--- src/rtl/core/dwpq_pkg.sv ---
`timescale 1ns / 1ps

package dwpq_pkg;

    // Sizes of the queue and of the id space. Both are powers of two, so
    // ring wrap and id reduction are plain truncations.
    localparam int QUEUE_DEPTH = 1024;
    localparam int ID_COUNT    = 1024;

    localparam int SLOT_W = $clog2(QUEUE_DEPTH);
    localparam int ID_W   = $clog2(ID_COUNT);
    localparam int CNT_W  = SLOT_W + 1;

    // Widths of the item fields.
    localparam int CMD_W = 3;
    localparam int PID_W = 10;
    localparam int VAL_W = 10;
    localparam int STS_W = 2;

    // Command codes.
    localparam logic [CMD_W-1:0] CMD_PUSH_BACK = 3'd0;
    localparam logic [CMD_W-1:0] CMD_POP_FRONT = 3'd1;
    localparam logic [CMD_W-1:0] CMD_POP_BACK  = 3'd2;
    localparam logic [CMD_W-1:0] CMD_QUERY     = 3'd3;
    localparam logic [CMD_W-1:0] CMD_PEEK      = 3'd4;

    // Status codes.
    localparam logic [STS_W-1:0] STS_OK     = 2'd0;
    localparam logic [STS_W-1:0] STS_EMPTY  = 2'd1;
    localparam logic [STS_W-1:0] STS_ABSENT = 2'd2;
    localparam logic [STS_W-1:0] STS_FULL   = 2'd3;

    // One entry of the id map: present bit and the slot of the last push.
    typedef struct packed {
        logic              present;
        logic [SLOT_W-1:0] slot;
    } map_entry_t;

    // Access request to the slot store.
    typedef struct packed {
        logic              rd_en;
        logic              wr_en;
        logic [SLOT_W-1:0] addr;
        logic [ID_W-1:0]   wdata;
    } slot_req_t;

    // Access request to the id map.
    typedef struct packed {
        logic            rd_en;
        logic            wr_en;
        logic [ID_W-1:0] addr;
        map_entry_t      wdata;
    } map_req_t;

endpackage

--- src/rtl/core/dwpq_ctrl.sv ---
`timescale 1ns / 1ps

// Command sequencer: clears the id map after reset, then takes one item at a
// time, steps through the memory reads it needs and writes back the result.
module dwpq_ctrl (
    input  logic                         aclk,
    input  logic                         aresetn,
    input  logic                         s_valid,
    output logic                         s_ready,
    input  logic [dwpq_pkg::CMD_W-1:0]   s_command,
    input  logic [dwpq_pkg::PID_W-1:0]   s_person_id,
    output logic                         m_valid,
    input  logic                         m_ready,
    output logic [dwpq_pkg::VAL_W-1:0]   m_result_value,
    output logic [dwpq_pkg::STS_W-1:0]   m_status,
    output dwpq_pkg::slot_req_t          slot_req,
    input  logic [dwpq_pkg::ID_W-1:0]    slot_rdata,
    output dwpq_pkg::map_req_t           map_req,
    input  dwpq_pkg::map_entry_t         map_rdata
);
    import dwpq_pkg::*;

    localparam logic [2:0] ST_CLEAR = 3'd0;
    localparam logic [2:0] ST_IDLE  = 3'd1;
    localparam logic [2:0] ST_SLOT  = 3'd2;
    localparam logic [2:0] ST_MAP   = 3'd3;
    localparam logic [2:0] ST_OUT   = 3'd4;

    logic [2:0]        state_reg, state_next;
    logic [ID_W-1:0]   clr_cnt_reg, clr_cnt_next;
    logic [SLOT_W-1:0] head_reg, head_next;
    logic [CNT_W-1:0]  count_reg, count_next;
    logic [CMD_W-1:0]  cmd_reg, cmd_next;
    logic [ID_W-1:0]   id_reg, id_next;
    logic [SLOT_W-1:0] slot_reg, slot_next;
    logic [VAL_W-1:0]  res_value_reg, res_value_next;
    logic [STS_W-1:0]  res_status_reg, res_status_next;
    logic              m_valid_reg, m_valid_next;
    logic [VAL_W-1:0]  m_value_reg, m_value_next;
    logic [STS_W-1:0]  m_status_reg, m_status_next;

    logic              accept;
    logic [ID_W-1:0]   in_id;
    logic              empty;
    logic              full;
    logic [SLOT_W-1:0] tail_slot;
    logic [SLOT_W-1:0] back_slot;
    logic              out_load;

    assign s_ready        = (state_reg == ST_IDLE);
    assign accept         = s_valid && s_ready;
    assign in_id          = s_person_id[ID_W-1:0];
    assign empty          = (count_reg == '0);
    assign full           = count_reg[CNT_W-1];
    assign tail_slot      = head_reg + count_reg[SLOT_W-1:0];
    assign back_slot      = tail_slot - SLOT_W'(1);
    assign out_load       = (state_reg == ST_OUT) && (!m_valid_reg || m_ready);
    assign m_valid        = m_valid_reg;
    assign m_result_value = m_value_reg;
    assign m_status       = m_status_reg;

    always_comb begin
        state_next      = state_reg;
        clr_cnt_next    = clr_cnt_reg;
        head_next       = head_reg;
        count_next      = count_reg;
        cmd_next        = cmd_reg;
        id_next         = id_reg;
        slot_next       = slot_reg;
        res_value_next  = res_value_reg;
        res_status_next = res_status_reg;
        slot_req        = '0;
        map_req         = '0;

        unique case (state_reg)
            ST_CLEAR: begin
                map_req.wr_en = 1'b1;
                map_req.addr  = clr_cnt_reg;
                clr_cnt_next  = clr_cnt_reg + ID_W'(1);
                if (clr_cnt_reg == ID_W'(ID_COUNT - 1)) begin
                    state_next = ST_IDLE;
                end
            end
            ST_IDLE: begin
                if (accept) begin
                    cmd_next       = s_command;
                    id_next        = in_id;
                    res_value_next = '0;
                    unique case (s_command)
                        CMD_PUSH_BACK: begin
                            if (full) begin
                                res_status_next = STS_FULL;
                                state_next      = ST_OUT;
                            end else begin
                                slot_req.wr_en = 1'b1;
                                slot_req.addr  = tail_slot;
                                slot_req.wdata = in_id;
                                map_req.wr_en  = 1'b1;
                                map_req.addr   = in_id;
                                map_req.wdata  = '{present: 1'b1, slot: tail_slot};
                                count_next     = count_reg + CNT_W'(1);
                            end
                        end
                        CMD_POP_FRONT, CMD_POP_BACK, CMD_PEEK: begin
                            if (empty) begin
                                res_status_next = STS_EMPTY;
                                state_next      = ST_OUT;
                            end else begin
                                slot_next      = (s_command == CMD_POP_BACK) ?
                                                 back_slot : head_reg;
                                slot_req.rd_en = 1'b1;
                                slot_req.addr  = slot_next;
                                state_next     = ST_SLOT;
                            end
                        end
                        CMD_QUERY: begin
                            map_req.rd_en = 1'b1;
                            map_req.addr  = in_id;
                            state_next    = ST_MAP;
                        end
                        default: begin
                            // Unused codes are dropped without a result.
                        end
                    endcase
                end
            end
            ST_SLOT: begin
                if (cmd_reg == CMD_PEEK) begin
                    res_value_next  = VAL_W'(slot_rdata);
                    res_status_next = STS_OK;
                    state_next      = ST_OUT;
                end else begin
                    // A pop: look up the map entry of the id leaving the queue.
                    id_next       = slot_rdata;
                    map_req.rd_en = 1'b1;
                    map_req.addr  = slot_rdata;
                    state_next    = ST_MAP;
                end
            end
            ST_MAP: begin
                if (cmd_reg == CMD_QUERY) begin
                    if (map_rdata.present) begin
                        res_value_next  = VAL_W'(map_rdata.slot - head_reg);
                        res_status_next = STS_OK;
                    end else begin
                        res_status_next = STS_ABSENT;
                    end
                    state_next = ST_OUT;
                end else begin
                    // Clear the present bit only if this slot is the id's latest.
                    if (map_rdata.present && (map_rdata.slot == slot_reg)) begin
                        map_req.wr_en = 1'b1;
                        map_req.addr  = id_reg;
                        map_req.wdata = '{present: 1'b0, slot: slot_reg};
                    end
                    if (cmd_reg == CMD_POP_FRONT) begin
                        head_next = head_reg + SLOT_W'(1);
                    end
                    count_next = count_reg - CNT_W'(1);
                    state_next = ST_IDLE;
                end
            end
            ST_OUT: begin
                if (out_load) begin
                    state_next = ST_IDLE;
                end
            end
            default: begin
                state_next = ST_IDLE;
            end
        endcase
    end

    always_comb begin
        m_valid_next  = m_valid_reg;
        m_value_next  = m_value_reg;
        m_status_next = m_status_reg;
        if (out_load) begin
            m_valid_next  = 1'b1;
            m_value_next  = res_value_reg;
            m_status_next = res_status_reg;
        end else if (m_ready) begin
            m_valid_next = 1'b0;
        end
    end

    always_ff @(posedge aclk) begin
        if (!aresetn) begin
            state_reg   <= ST_CLEAR;
            clr_cnt_reg <= '0;
            head_reg    <= '0;
            count_reg   <= '0;
            m_valid_reg <= 1'b0;
        end else begin
            state_reg   <= state_next;
            clr_cnt_reg <= clr_cnt_next;
            head_reg    <= head_next;
            count_reg   <= count_next;
            m_valid_reg <= m_valid_next;
        end
    end

    always_ff @(posedge aclk) begin
        cmd_reg        <= cmd_next;
        id_reg         <= id_next;
        slot_reg       <= slot_next;
        res_value_reg  <= res_value_next;
        res_status_reg <= res_status_next;
        m_value_reg    <= m_value_next;
        m_status_reg   <= m_status_next;
    end

endmodule

--- config.mk ---
export PLATFORM = sky130hd
export DESIGN_NAME = dwpq_ctrl
export DESIGN_NICKNAME = d
export VERILOG_FILES = /design/src/rtl/core/dwpq_pkg.sv /design/src/rtl/core/dwpq_ctrl.sv
export SDC_FILE = /design/constraint.sdc
export NUM_CORES = 1
export LEC_CHECK = 0
export BUFFER_PORTS_ARGS = -buffer_cell sky130_fd_sc_hd__buf_2
export CORE_MARGIN = 1
export CORE_UTILIZATION = 52
export CTS_CLUSTER_DIAMETER = 150
export DETAILED_ROUTE_END_ITERATION = 8
export GPL_TIMING_DRIVEN = 0
export PLACE_DENSITY_LB_ADDON = 0.08
export SLEW_MARGIN = 10
export SYNTH_ARGS = -nofsm -noshare
export SYNTH_HDL_FRONTEND = slang
export SYNTH_SLANG_ARGS = --single-unit
export TNS_END_PERCENT = 20
--- constraint.sdc ---
create_clock -name aclk -period 3.77 [get_ports aclk]
set_input_delay 0.5655 -clock aclk [delete_from_list [all_inputs] [get_ports aclk]]
set_output_delay 0.5655 -clock aclk [all_outputs]
set_load 0.05 [all_outputs]
==> impl_metrics.yaml, run 1 <==
sta:
  fmax_mhz: 271
  finalCriticalPeriod_ns: 3.69
  setup_viol: 0
  holdWs_ns: 0.424
  max_slew_margin_pct: 38.9
  worst_slew_pin_slew_ns: 0.917
  min_period_over_period_pct: 97.8
  slew_violations: 0
  fin_skew_ns: 0.0153
  hold_violations: 0
  rsz0062_at_grt: "yes"
cells_and_area:
  largest_reg_flops: 11
  drive_gt1_share_pct: 20.2
  multi_input_area_um2: 3240
  nets: 802
  synthToLayoutAreaGrowth_pct: 16.8
  register_area_um2: 2120
  n_antenna_cell: 0
  fill_cells: 902
  fin_util_pct: 62.5
  finalNonFillerCells: 880
pwr:
  powerDensity_nw_per_um2: 353
  total_power_mw: 2.27
  p_leak_nw: 2.75
  peakVddDrop_mv: 0.258
floorplan:
  start_util_pct: 53.5
  dieArea_um2: 11000
  coreArea_um2: 10300
  io_pins: 97
  die_x_um: 105
  rows: 37
  die_h_um: 105
global_routing:
  grt_max_degree: 17
  track_usage_pct: 28.2
  overflow: 0
  antenna_found_initial: 0
  grt_first_pass_wirelength_um: 24100
  grt_pass1_vias: 4694
route:
  vias: 5156
  vias_per_cell: 5.86
  drtPass1Iterations: 6
  totalWireLength_um: 15300
  first_iter_violations: 468
  drc: 0
  wire_per_inst_um: 17.4
  detail-route-antenna-nets: 0
clock_network:
  cts_buffer_depth: 2
  cts_root_buf: "clkbuf_8"
  clock_latency_ns: 0.37
  clk_transition_reported_paths_ns: 0.08
  cts_tree: "yes"
  cts_buffers: 9
  htree_levels: 3
  cts.sinks: 82
logic_synthesis:
  syn_nets: 691
  synthCells: 628
  synth_cell_types: 70
  synth.ff_latch_count: 82
  yosysWarnings: 0
  seq_area_frac_synth_pct: 38.3
  syn_avg_cell_area_um2: 8.79
  syn-cell-area_um2: 5520
  async_flop_share_pct: 0
  synth_edf_count: 47
  synthFlopType: "edfxtp_1"
worst_setup_path:
  critPathMaxFanout: 6
  endpoint_kind: "output pin"
  critical_path_class: "reg -> out"
  cp-start-kind: "flip-flop"
  cp_data_required_time_ns: 3.20
  timing.critical_path.arrival_ns: 3.12
  r2r_setup_slack_ns: 0.94
place:
  dp_cells: 861
  port_buffers: 96
  routabilityCongestion: 1.01
  place_hpwl_um: 11900
run:
  max_cap_viol_count: 0
min_path:
  hp-class: "reg -> reg"
status:
  status: "completed"
## repair_timing
| action | 4_1_cts | 5_1_grt |
|---|---|---|
| pin swaps | 3 | 1 |
| hold buffers | 0 | 0 |
| cloned | 0 | 0 |
| gates resized for setup | 5 | 9 |
| setup buffers | 2 | 1 |
| endpoints found under the setup margin | 4 | 25 |
## layout make-up
class / count / share of cell area, %
repair buffers: 100 / 7.96
clock inverters: 6 / 1.05
plain buffers: 25 / 1.75
flip-flops and latches: 82 / 32.8
well taps: 136 / 2.64
inverters: 25 / 1.51
clock buffers: 10 / 1.98
multi-input cells: 496 / 50.3
## metal layers
layer	part of all wire (%)	up-vias	GRT usage (%)
met1	42	2387	37.7
met3	7.7	21	4.43
li1	-	2491	-
met4	1.9	0	9.56
met5	0	-	0
met2	48	257	46.5
## cells by family (layout without fill, tap and decap cells)
group                    count (synthesis)  count (layout)  synth area share, %
XOR/XNOR                                53              53                 8.41
AND/OR/NAND/NOR                        274             274                 26.0
buffers and inverters                   50             166                 3.74
AO/OA/AOI/OAI                          139             139                 16.7
adder cells (fa/ha/maj)                 25              25                 5.94
flip-flops                              82              82                 38.3
multiplexers                             5               5                0.907
## Yosys cell counts (3+ instances only)
| library cell | instances | area (µm²) |
|---|---|---|
| nor2_1 | 38 | 143 |
| o211ai_1 | 3 | 22.5 |
| clkbuf_1 | 16 | 60.1 |
| and2_1 | 22 | 138 |
| a21oi_1 | 26 | 130 |
| nor3b_1 | 7 | 52.6 |
| nor4_1 | 6 | 37.5 |
| a222oi_1 | 10 | 100 |
| o21a_1 | 7 | 52.6 |
| nand3_1 | 13 | 65.1 |
| a21o_1 | 3 | 22.5 |
| nand2b_1 | 4 | 25.0 |
| nand3b_1 | 8 | 60.1 |
| o21ai_0 | 45 | 225 |
| xnor2_1 | 29 | 254 |
| edfxtp_1 | 47 | 1410 |
| a22o_1 | 6 | 52.6 |
| nor3_1 | 17 | 85.1 |
| nor2b_1 | 7 | 43.8 |
| buf_2 | 5 | 25.0 |
| nand4_1 | 10 | 62.6 |
| inv_1 | 24 | 90.1 |
| ha_1 | 23 | 288 |
| and3_1 | 18 | 113 |
| a21boi_0 | 7 | 52.6 |
| o21bai_1 | 3 | 22.5 |
| dfxtp_1 | 35 | 701 |
| a211oi_1 | 4 | 30.0 |
| nand2_1 | 99 | 372 |
| xor2_1 | 24 | 210 |
| or3_1 | 7 | 43.8 |
| mux2i_1 | 5 | 50.1 |
## final timing paths
path	from	to	depth (start not counted)
worst max-delay path	head_reg[0]	slot_req[16]	11
worst min register to register	res_value_reg[6]	m_result_value[6]	0
worst max register to register	head_reg[0]	res_value_reg[8]	10
worst min-delay path	res_value_reg[6]	m_result_value[6]	0
## worst max-delay path: stages (launching register included)
cell     delay, ns
dfxtp_2       0.41
ha_1          0.22
inv_1         0.07
fa_1          0.44
nor2b_2       0.19
o21a_1        0.13
o21ai_0       0.13
and2_1        0.20
nor3_1        0.31
o21ai_0       0.15
a32o_1        0.30
buf_2         0.22
## stage by stage
step / instance area [µm²] / setup slack [ns] / setup TNS, ns
after floorplan: 5520 / 0.0650 / 0
after global placement: 6170 / 0.0611 / 0
after detailed placement: 6180 / 0.0639 / 0
after CTS: 6410 / 0.0275 / 0
after global routing: 6450 / -0.0110 / -0.0121
final: 6450 / 0.0813 / 0
## report_power, final
group          internal (mW)  total [mW]  leakage, nW  switching [mW]
registers               1.01        1.05        0.709          0.0354
logic                  0.176       0.581         1.95           0.406
clock network          0.307       0.646       0.0925           0.339
## cell usage in the layout (no fill, tap or decap), drive strengths merged, types with 6 or more instances in the layout
master | Yosys | layout
buf | 8 | 108
nand2 | 101 | 101
edfxtp | 47 | 47
o21ai | 46 | 46
nor2 | 38 | 38
dfxtp | 35 | 35
xnor2 | 29 | 29
clkbuf | 17 | 27
a21oi | 26 | 26
xor2 | 24 | 24
inv | 24 | 23
ha | 23 | 23
and2 | 22 | 22
nor3 | 19 | 19
and3 | 18 | 18
nand3 | 13 | 13
nand4 | 11 | 11
a222oi | 10 | 10
nand3b | 8 | 8
a21boi | 8 | 8
nor3b | 8 | 8
nor2b | 8 | 8
o21a | 7 | 7
or3 | 7 | 7
nor4 | 7 | 7
a22o | 6 | 6
Power figures use the tool's default switching activity.
==> run 2, diff against run 1 <==
- ABC_AREA: unset -> 1
==> impl_metrics.yaml, run 2 <==
status:
  status: "completed"
global_routing:
  antenna_found_initial: 0
  grt_pass1_vias: 5215
  grt_max_degree: 14
  track_usage_pct: 29.7
  grt_first_pass_wirelength_um: 25500
  overflow: 0
logic_synthesis:
  syn-cell-area_um2: 5570
  async_flop_share_pct: 0
  synth_area_leaders: "edfxtp_1 (25%), dfxtp_1 (13%), nand2_1 (10%), inv_1 (7.5%), o21ai_0 (5.8%)"
  synth_most_common_cell: "nand2_1"
  synth.ff_latch_count: 82
  synth_cell_types: 46
  synth_edf_count: 47
  syn_nets: 827
  syn_avg_cell_area_um2: 7.30
  yosysWarnings: 0
  synthCells: 764
  synth_area_leader_cell: "edfxtp_1"
  synth_top_area_share_pct: 25.3
  synthFlopType: "edfxtp_1"
  netlist_top_cells_count: "nand2_1 (155), inv_1 (112), o21ai_0 (65)"
  seq_area_frac_synth_pct: 37.9
pwr:
  peakVddDrop_mv: 0.179
  total_power_mw: 1.77
  powerDensity_nw_per_um2: 274
  p_leak_nw: 2.92
sta:
  setup_viol: 0
  fin_setup_tns_ns: 0
  finalCriticalPeriod_ns: 3.62
  timing.final.ws_setup_ns: 0.150
  hold_violations: 0
  max_slew_margin_pct: 22.6
  worst_slew_pin_slew_ns: 1.16
  rsz0062_at_grt: "yes"
  fmax_mhz: 276
  fin_skew_ns: 0.0106
  holdWs_ns: 0.420
  slew_violations: 0
  min_period_over_period_pct: 96.0
worst_setup_path:
  endpoint_kind: "output pin"
  crit_start: "count_reg[0]"
  timing.critical_path.arrival_ns: 3.05
  critPathMaxFanout: 6
  cp_data_required_time_ns: 3.20
  critical_path_class: "reg -> out"
  reg2reg_from: "state_reg[0]"
  cp-start-kind: "flip-flop"
clock_network:
  cts_buffer_depth: 2
  clock_latency_ns: 0.37
  cts.sinks: 82
  cts_root_buf: "clkbuf_8"
  cts_setup_buffers: 0
  htree_levels: 3
  cts_buffers: 9
  clk_transition_reported_paths_ns: 0.08
  cts_hold_buf: 0
  cts_tree: "yes"
  cts_resized: 0
route:
  wire_per_inst_um: 16.2
  detail-route-antenna-nets: 0
  drc: 0
  drtPass1Iterations: 5
  vias_per_cell: 5.54
  vias: 5604
  first_iter_violations: 390
  totalWireLength_um: 16400
cells_and_area:
  fin_area_um2: 6460
  drive_gt1_share_pct: 16.9
  n_antenna_cell: 0
  largest_reg_flops: 11
  layout_commonest_cell: "nand2_1"
  nets: 934
  final_cell_mix: "nand2_1 (155), inv_1 (111), buf_2 (99)"
  synthToLayoutAreaGrowth_pct: 15.9
floorplan:
  die_h_um: 106
  dieArea_um2: 11100
  coreArea_um2: 10400
  io_pins: 97
  die_x_um: 106
  start_util_pct: 53.8
  rows: 37
place:
  routabilityCongestion: 0.951
  pre_cts_ws_ns: 0.426
  place_hpwl_um: 13100
  port_buffers: 96
  placed_area_um2: 6220
min_path:
  min_from: "s_command[1]"
  hp-class: "in -> reg"
run:
  max_cap_viol_count: 0
==> run 2: changes by cell type after synthesis, moves of 18 or more <==
cell	delta
nand2_1	+56
and2_1	-22
nand3_1	+47
a21oi_1	+28
inv_1	+88
xnor2_1	-24
and3_1	-18
o21ai_0	+20
nor2_1	+24
==> run 2: layout make-up <==
cell class	instances	area, µm²
multi-input cells	548	2960
fillers	955	3910
flip-flops and latches	82	2110
repair buffers	96	488
well taps	136	170
clock buffers	11	131
inverters	116	435
clock inverters	5	78.8
plain buffers	18	82.6
==> run 2: cell families (layout without fill, tap and decap cells) <==
kind of cell             after synthesis  after routing  synth area share, %
AND/OR/NAND/NOR                      333            333                 27.0
AO/OA/AOI/OAI                        172            172                 17.1
buffers and inverters                134            246                 9.29
flip-flops                            82             82                 37.9
adder cells (fa/ha/maj)               25             25                 5.88
XOR/XNOR                              18             18                 2.83
==> run 2: routing by layer <==
metal | part of all wire, % | vias up | track usage, %
li1 | - | 2794 | -
met1 | 41 | 2558 | 36.2
met4 | 3.0 | 0 | 12.9
met5 | 0 | - | 0
met2 | 50 | 214 | 53.1
met3 | 6.0 | 38 | 2.91
==> run 2: final timing paths <==
kind	end	slack [ns]	cells after the start
min reg2reg	m_result_value[3]	0.42	0
max	slot_req[17]	0.15	16
max reg2reg	slot_reg[9]	1.11	7
min	cmd_reg[1]	0.42	1
==> run 2: critical path, cell delays in order (launching register included) <==
cell and delay [ns]:
dfxtp_2 0.39, ha_1 0.19, inv_1 0.06, fa_1 0.38, inv_1 0.09, nand2_1 0.10, nand2_1 0.15, nand3_1 0.08
nand2_1 0.13, inv_1 0.09, nor2_1 0.16, nand3_1 0.14, xor2_1 0.18, nand2_1 0.07, nand3_1 0.09, a21oi_2 0.17
buf_4 0.22
==> run 2: power by group <==
part	switching [mW]	internal, mW
sequential	0.00206	0.941
clock	0.325	0.371
combinational	0.0834	0.0434
total	0.411	1.36
==> run 2: through the flow <==
| stage | util (%) | std cells |
|---|---|---|
| floorplan | - | 764 |
| global placement | 60.0 | 996 |
| detailed placement | 60.0 | 996 |
| CTS | 62.1 | 1012 |
| global route | 62.3 | 1012 |
| finish | 62.3 | 1012 |
==> run 3, diff against run 2 <==
- CAP_MARGIN: unset -> 30
- CORE_UTILIZATION: 52 -> 28
==> impl_metrics.yaml, run 3 (synthesized netlist as in run 2, its figures left out) <==
status:
  status: "completed"
clock_network:
  cts_tree: "yes"
  cts_root_buf: "clkbuf_16"
  cts_buffer_depth: 2
  cts_buffers: 9
  clk_transition_reported_paths_ns: 0.07
  htree_levels: 3
  cts_setup_buffers: 0
  cts.sinks: 82
  clock_latency_ns: 0.35
pwr:
  peakVddDrop_mv: 0.180
  powerDensity_nw_per_um2: 290
  total_power_mw: 1.95
  p_leak_nw: 2.98
sta:
  setup_viol: 0
  slew_violations: 0
  rsz0062_at_grt: "no"
  max_slew_margin_pct: 33.4
  fmax_mhz: 287
  min_period_over_period_pct: 92.4
  hold_violations: 0
  worst_slew_pin_slew_ns: 0.991
  timing.final.ws_setup_ns: 0.286
  fin_skew_ns: 0.00844
  fin_setup_tns_ns: 0
  finalCriticalPeriod_ns: 3.48
global_routing:
  antenna_found_initial: 0
  gr-usage-met2_pct: 33.4
  grt_max_degree: 16
  grt_first_pass_wirelength_um: 28600
  use_met3_pct: 2.58
  met1_usage_pct: 24.1
  busiest_layer: "met2"
  overflow: 0
  grt_pass1_vias: 4969
  track_usage_pct: 19.0
route:
  drc: 0
  first_iter_violations: 289
  detail-route-antenna-nets: 0
  wire_per_inst_um: 16.6
  vias_per_cell: 4.70
  totalWireLength_um: 18900
  vias: 5379
  drtPass1Iterations: 6
floorplan:
  start_util_pct: 28.6
  die_x_um: 143
  io_pins: 97
  die_h_um: 143
  coreArea_um2: 19500
  dieArea_um2: 20500
  rows: 51
min_path:
  whs_path_depth: 0
  hp-class: "reg -> reg"
run:
  max_cap_viol_count: 0
place:
  place_hpwl_um: 15300
  placed_area_um2: 6390
  routabilityCongestion: 0.836
  port_buffers: 96
  pre_cts_ws_ns: 0.193
worst_setup_path:
  critical_path_class: "reg -> out"
  endpoint_kind: "output pin"
  cp_data_required_time_ns: 3.20
  reg2reg_depth: 15
  timing.critical_path.arrival_ns: 2.92
  critPathMaxFanout: 6
  cp-start-kind: "flip-flop"
cells_and_area:
  register_area_um2: 2110
  final_cell_mix: "nand2_1 (153), inv_1 (111), buf_2 (98)"
  multi_input_area_um2: 2980
  synthToLayoutAreaGrowth_pct: 21.1
  nets: 937
  largest_reg_flops: 11
  layout_commonest_cell: "nand2_1"
  drive_gt1_share_pct: 18.1
  fin_area_um2: 6750
  n_antenna_cell: 0
  fill_cells: 2120
==> run 3: layer usage <==
layer / up-vias / share of wire [%]
li1: 2800 / -
met1: 2445 / 45
met2: 122 / 49
met3: 12 / 4.1
met4: 0 / 1.1
met5: - / 0
==> run 3: area by class of cell <==
| cell class | count | area share, % |
|---|---|---|
| Inverter | 116 | 6.45 |
| Timing Repair Buffer | 99 | 7.66 |
| Multi-Input combinational cell | 548 | 44.1 |
| Sequential cell | 82 | 31.3 |
| Clock inverter | 5 | 0.538 |
| Tap cell | 265 | 4.91 |
| Buffer | 18 | 1.22 |
| Clock buffer | 11 | 3.76 |
==> run 3: worst max-delay path: stages (launching register included) <==
cell,delay [ns]
dfxtp_2,0.39
ha_1,0.20
inv_1,0.06
fa_1,0.39
inv_1,0.10
nand2_2,0.10
nand2_2,0.11
nand3_1,0.07
nand2_1,0.14
inv_1,0.09
nor2_2,0.14
nand3_1,0.13
nor2_1,0.12
nand2_1,0.05
nand2_1,0.09
nand2_1,0.05
nand3_1,0.07
a21oi_1,0.06
buf_4,0.22
==> run 3: metrics by stage <==
| stage | hold WS, ns | utilization [%] | cells |
|---|---|---|---|
| final | 0.421 | 34.7 | 1144 |
| after global routing | 0.428 | 34.7 | 1144 |
| after CTS | 0.419 | 34.4 | 1142 |
| after detailed placement | 0.405 | 32.9 | 1126 |
| after global placement | 0.401 | 32.8 | 1125 |
| after floorplan | 0.400 | - | 764 |
==> run 3: worst paths after layout <==
kind / startpoint / to / slack, ns
worst min-delay path: res_value_reg[8] / m_result_value[8] / 0.42
worst max register to register: count_reg[0] / slot_reg[9] / 1.25
worst min register to register: res_value_reg[8] / m_result_value[8] / 0.42
worst max-delay path: count_reg[0] / slot_req[19] / 0.29
==> run 3: what timing repair did <==
action | in CTS | in global routing
pin swaps | 0 | 1
resized for setup | 2 | 17
endpoints found under the setup margin | 2 | 6
hold buffers | 0 | 0
==> run 3: report_power, final <==
part           internal [mW]  switching [mW]
combinational         0.0433          0.0866
sequential             0.942         0.00212
clock                  0.490           0.389
